--- config.mk ---
export PLATFORM = sky130hd
export DESIGN_NAME = tse_ctrl
export DESIGN_NICKNAME = d
export VERILOG_FILES = /design/src/tse_pkg.sv /design/src/tse_ctrl.sv
export SDC_FILE = /design/constraint.sdc
export NUM_CORES = 1
export LEC_CHECK = 0
export ABC_CLOCK_PERIOD_IN_PS = 4400
export BUFFER_PORTS_ARGS = -buffer_cell sky130_fd_sc_hd__buf_4
export CAP_MARGIN = 20
export CORE_MARGIN = 2
export CORE_UTILIZATION = 25
export DETAILED_ROUTE_END_ITERATION = 16
export GPL_TIMING_DRIVEN = 0
export MAX_ROUTING_LAYER = met4
export SETUP_SLACK_MARGIN = 0.1
export SYNTH_ARGS = -nofsm -noshare
export SYNTH_HDL_FRONTEND = slang
export SYNTH_SLANG_ARGS = --single-unit
--- constraint.sdc ---
create_clock -name clk -period 4.4 [get_ports clk]
set_clock_uncertainty 0.05 [all_clocks]
set_input_delay 0.66 -clock clk [delete_from_list [all_inputs] [get_ports clk]]
set_output_delay 0.66 -clock clk [all_outputs]
set_load 0.1 [all_outputs]
--- src/tse_pkg.sv ---
// Shared constants, types and command/status bundles of the topological sort engine.
`default_nettype none
package tse_pkg;
    localparam int MAX_NODES = 64;
    localparam int MAX_EDGES = 1024;
    localparam int NODE_W    = $clog2(MAX_NODES);
    localparam int CNT_W     = NODE_W + 1;
    localparam int EDGE_W    = $clog2(MAX_EDGES);
    localparam int PTR_W     = EDGE_W + 1;
    localparam int DEG_W     = EDGE_W + 1;
    localparam logic [PTR_W-1:0] NULL_PTR = PTR_W'(MAX_EDGES);
    localparam logic [CNT_W-1:0] NC_MIN   = CNT_W'(2);
    localparam logic [CNT_W-1:0] NC_MAX   = CNT_W'(MAX_NODES);

    typedef struct packed {
        logic run_start;
        logic load1;
        logic load2;
        logic reject;
        logic scan_step;
        logic scan_emit;
        logic sel_scan;
        logic pop;
        logic popw;
        logic fetch;
        logic dec;
        logic emit_child;
        logic summary;
    } cmd_t;

    typedef struct packed {
        logic edge_ok;
        logic out_free;
        logic scan_done;
        logic scan_zero;
        logic sp_zero;
        logic sp_gt1;
        logic top_null;
        logic t_out_range;
        logic d_zero;
        logic d_one;
        logic can_push;
    } stat_t;
endpackage
`default_nettype wire

--- src/tse_ctrl.sv ---
// Sequencer of the topological sort engine: edge loads and the depth-first run.
`default_nettype none
module tse_ctrl import tse_pkg::*; (
    input  wire logic  clk,
    input  wire logic  rst_n,
    input  wire logic  in_valid,
    input  wire logic  in_action,
    output logic       in_ready,
    input  wire stat_t st,
    output cmd_t       cmd
);
    typedef enum logic [9:0] {
        S_IDLE  = 10'b0000000001,
        S_LOAD2 = 10'b0000000010,
        S_SCAN  = 10'b0000000100,
        S_SCANE = 10'b0000001000,
        S_WALK  = 10'b0000010000,
        S_POPW  = 10'b0000100000,
        S_FETCH = 10'b0001000000,
        S_DEC   = 10'b0010000000,
        S_EMIT  = 10'b0100000000,
        S_SUMM  = 10'b1000000000
    } state_t;

    state_t state_reg, state_next;

    always_ff @(posedge clk or negedge rst_n)
    begin
        if (!rst_n)
        begin
            state_reg <= S_IDLE;
        end
        else
        begin
            state_reg <= state_next;
        end
    end

    assign in_ready = (state_reg == S_IDLE);

    always_comb
    begin
        state_next = state_reg;
        cmd        = '0;
        unique case (state_reg)
            S_IDLE:
            begin
                if (in_valid)
                begin
                    if (in_action)
                    begin
                        cmd.run_start = 1'b1;
                        state_next    = S_SCAN;
                    end
                    else if (st.edge_ok)
                    begin
                        cmd.load1  = 1'b1;
                        state_next = S_LOAD2;
                    end
                    else
                    begin
                        cmd.reject = 1'b1;
                    end
                end
            end
            S_LOAD2:
            begin
                cmd.load2  = 1'b1;
                state_next = S_IDLE;
            end
            S_SCAN:
            begin
                cmd.sel_scan = 1'b1;
                if (st.scan_done)
                begin
                    state_next = S_SUMM;
                end
                else if (st.scan_zero)
                begin
                    state_next = S_SCANE;
                end
                else
                begin
                    cmd.scan_step = 1'b1;
                end
            end
            S_SCANE:
            begin
                cmd.sel_scan = 1'b1;
                if (st.out_free)
                begin
                    cmd.scan_emit = 1'b1;
                    state_next    = S_WALK;
                end
            end
            S_WALK:
            begin
                if (st.sp_zero)
                begin
                    state_next = S_SCAN;
                end
                else if (st.top_null)
                begin
                    cmd.pop    = 1'b1;
                    state_next = st.sp_gt1 ? S_POPW : S_SCAN;
                end
                else
                begin
                    state_next = S_FETCH;
                end
            end
            S_POPW:
            begin
                cmd.popw   = 1'b1;
                state_next = S_WALK;
            end
            S_FETCH:
            begin
                cmd.fetch  = 1'b1;
                state_next = st.t_out_range ? S_WALK : S_DEC;
            end
            S_DEC:
            begin
                if (st.d_zero)
                begin
                    state_next = S_WALK;
                end
                else
                begin
                    cmd.dec    = 1'b1;
                    state_next = (st.d_one && st.can_push) ? S_EMIT : S_WALK;
                end
            end
            S_EMIT:
            begin
                if (st.out_free)
                begin
                    cmd.emit_child = 1'b1;
                    state_next     = S_WALK;
                end
            end
            S_SUMM:
            begin
                if (st.out_free)
                begin
                    cmd.summary = 1'b1;
                    state_next  = S_IDLE;
                end
            end
            default:
            begin
                state_next = S_IDLE;
            end
        endcase
    end
endmodule
`default_nettype wire

==> results.sh <==
export IMPL_status="finished, final reports clean"
export IMPL_die_area_mm2=0.003741
export IMPL_clock_latency_ps=260
export IMPL_min_path_type="input pin to asynchronous set/reset pin"
export IMPL_fp_dieW_um=61.17
export IMPL_path_clk_slew_ps=60
export IMPL_yosysSeqAreaShare_pct=30.78
export IMPL_drtPass1Iterations=4
export IMPL_clock_sinks=10
export IMPL_synth_most_common_cell="dfrtp_1"
export IMPL_tns_ps=0
export IMPL_setup_viol=0
export IMPL_ctsHoldBuffers=0
export IMPL_grt_usage_pct=12.73
export IMPL_ioPinCount=29
export IMPL_synthesis_nets=110
export IMPL_hold_viol_final=0
export IMPL_cp_data_required_time_ps=3690
export IMPL_drt_initial_drc_count=15
export IMPL_first_global_vias=820
export IMPL_critical_path_top_delay_family="simple AND/OR/NAND/NOR gates"
export IMPL_reg2reg_slack_ps=2110
export IMPL_worstPathMaxFanout=10
export IMPL_largest_reg_flops=10
export IMPL_cp_num_cells=7
export IMPL_avgSynthCellArea_um2=8.600
export IMPL_drive_gt1_share_pct=33.07
export IMPL_cts_max_path_buffers=2
export IMPL_cellLeakagePower_nw=0.5191
export IMPL_synth_edf_count=0
export IMPL_ys_ff_latch=10
export IMPL_dp_hpwl_mm=1.696
export IMPL_netlist_top_cells_area="dfrtp_1 (28%), nor4b_4 (5.8%), nor3_1 (3.7%)"
export IMPL_yosysTopAreaCellShare_pct=27.57
export IMPL_post_cts_resize_count=0
export IMPL_synth_cell_types=38
export IMPL_path_common_cell="clkbuf_1"
export IMPL_synthFlopType="dfrtp_1"
export IMPL_endpoint_kind="primary output"
export IMPL_gp_congestion=0.8181
export IMPL_cp_start_kind="flip-flop"
export IMPL_root_buffer="clkbuf_4"
export IMPL_final_max_slew_viol_count=0
export IMPL_cts_made_buffers=3
export IMPL_grt_max_degree=11
export IMPL_p_total_mw=0.5596
export IMPL_fin_crit_sh_pct=77.80
export IMPL_slowest_delay_ps=700
export IMPL_cpMaxStageDelayCell="nor4_2"
export IMPL_cp_num_buf_inv=3
export IMPL_core_area_mm2=0.003078
export IMPL_grt_pass1_wl_mm=3.512
export IMPL_cts_tree="built"
export IMPL_layout_nets=143
export IMPL_cp_arrival_ps=2710
export IMPL_fmax_mhz=292.1
export IMPL_worstSetupStartpoint="state_reg[4]"
export IMPL_hold_slack_ps=167.0
export IMPL_netlist_instances=95
export IMPL_power_density_mw_per_mm2=490.4
export IMPL_cap_viol_max_count=0
export IMPL_n_antenna_cell=0
export IMPL_wl_per_cell_um=11.88
export IMPL_peakVddDrop_uv=375.4
export IMPL_cts_setup_buffers=0
export IMPL_tightest_slew_ps=716.7
export IMPL_worst_slew_margin_rel_pct=51.82
export IMPL_wl_mm=2.032
export IMPL_drc=0
export IMPL_yosysTopAreaCell="dfrtp_1"
export IMPL_path_cells="clkbuf_1, nor4_2, and3_1, clkbuf_1, nand2_1, nor3b_4, buf_4"
export IMPL_rsz0062_at_grt="false"
export IMPL_finalCriticalPeriod_ps=3423
export IMPL_htreeDepth=1
export IMPL_antenna_found_initial=0
export IMPL_port_buffers=28
export IMPL_r2r_start="state_reg[4]"
export IMPL_r2r_cells=6
export IMPL_row_count=20
export IMPL_via_per_inst=4.947
export IMPL_netlist_area_um2=817.0
export IMPL_grt_overflow=0
export IMPL_synthToLayoutAreaGrowth_pct=39.66
export IMPL_ys_warn_count=0
export IMPL_crit_type="flip-flop to primary output"
export IMPL_via_count=846
export IMPL_start_util_pct=26.54
export IMPL_route_antenna_remaining_nets=0
export IMPL_fp_dieH_um=61.17
export IMPL_synthArstFlopShare_pct=100.0
-- area by class of cell --
cell class,count,area [µm²]
sequential,10,251.5
tap,44,55.05
fill,333,1937
clock buffer,4,36.28
inverter,6,22.52
buffer,7,33.78
timing repair buffer,28,210.2
multi-input combinational,72,531.8
-- placed cells by master (no fill, tap or decap), drive strengths merged, types with 2 or more instances in the layout --
cell type  count
o21ai          6
clkbuf        10
or4            2
nand2b         2
nor2b          3
nand2          5
nor3           6
nand4          2
nor4           5
and2           2
nor2           6
dfrtp          9
o211ai         2
nor3b          3
buf           29
nand3          3
nor4b          3
xor2           2
and3           4
a32o           2
inv            6
-- worst register-to-register path: cells and delay by family (launching register included) --
kind	cells	cell delay (ps)
simple gates	4	1370
buf+inv	2	430
flops	1	350
-- through the flow --
step	area (µm²)	cells	setup slack, ps	utilization [%]
CTS	1141	171	943.1	37.07
global route	1141	171	703.1	37.07
global placement	1105	167	1262	35.89
detailed placement	1105	167	1240	35.89
finish	1141	171	976.6	37.07
floorplan	839.6	95	123.4	-
-- layer usage --
layer  up-vias  global-route usage [%]  part of all wire (%)
li1        421                       -                     -
met1       406                   14.97                    43
met2        17                   22.19                    52
met3         2                   1.471                   3.8
met4         0                   4.658                  0.59
met5         -                       -                     0
-- logic make-up (layout without fill, tap and decap cells) --
kind of cell / count (synthesis) / in the layout / synth area share, %
xor gates and xnor gates: 3 / 3 / 3.217
buffers and inverters: 13 / 45 / 6.891
DFF: 10 / 10 / 30.78
AOI/OAI and AO/OA: 20 / 20 / 18.53
and+or+nand+nor: 49 / 49 / 40.58
-- power by group --
group          internal [mW]  switching, mW  leakage (nW)  total (mW)
sequential             0.109         0.0152         0.135       0.124
clock                 0.0501         0.0290        0.0210      0.0792
combinational          0.113          0.243         0.363       0.356
-- worst paths after layout --
| path | endpoint |
|---|---|
| setup / recovery | cmd[11] |
| hold / removal | state_reg[7] |
| setup reg to reg | state_reg[1] |
| hold reg to reg | state_reg[7] |
| max in group asynchronous | state_reg[0] |
| min in group clk | state_reg[7] |
No activity file was read; power rests on OpenSTA's default activity.
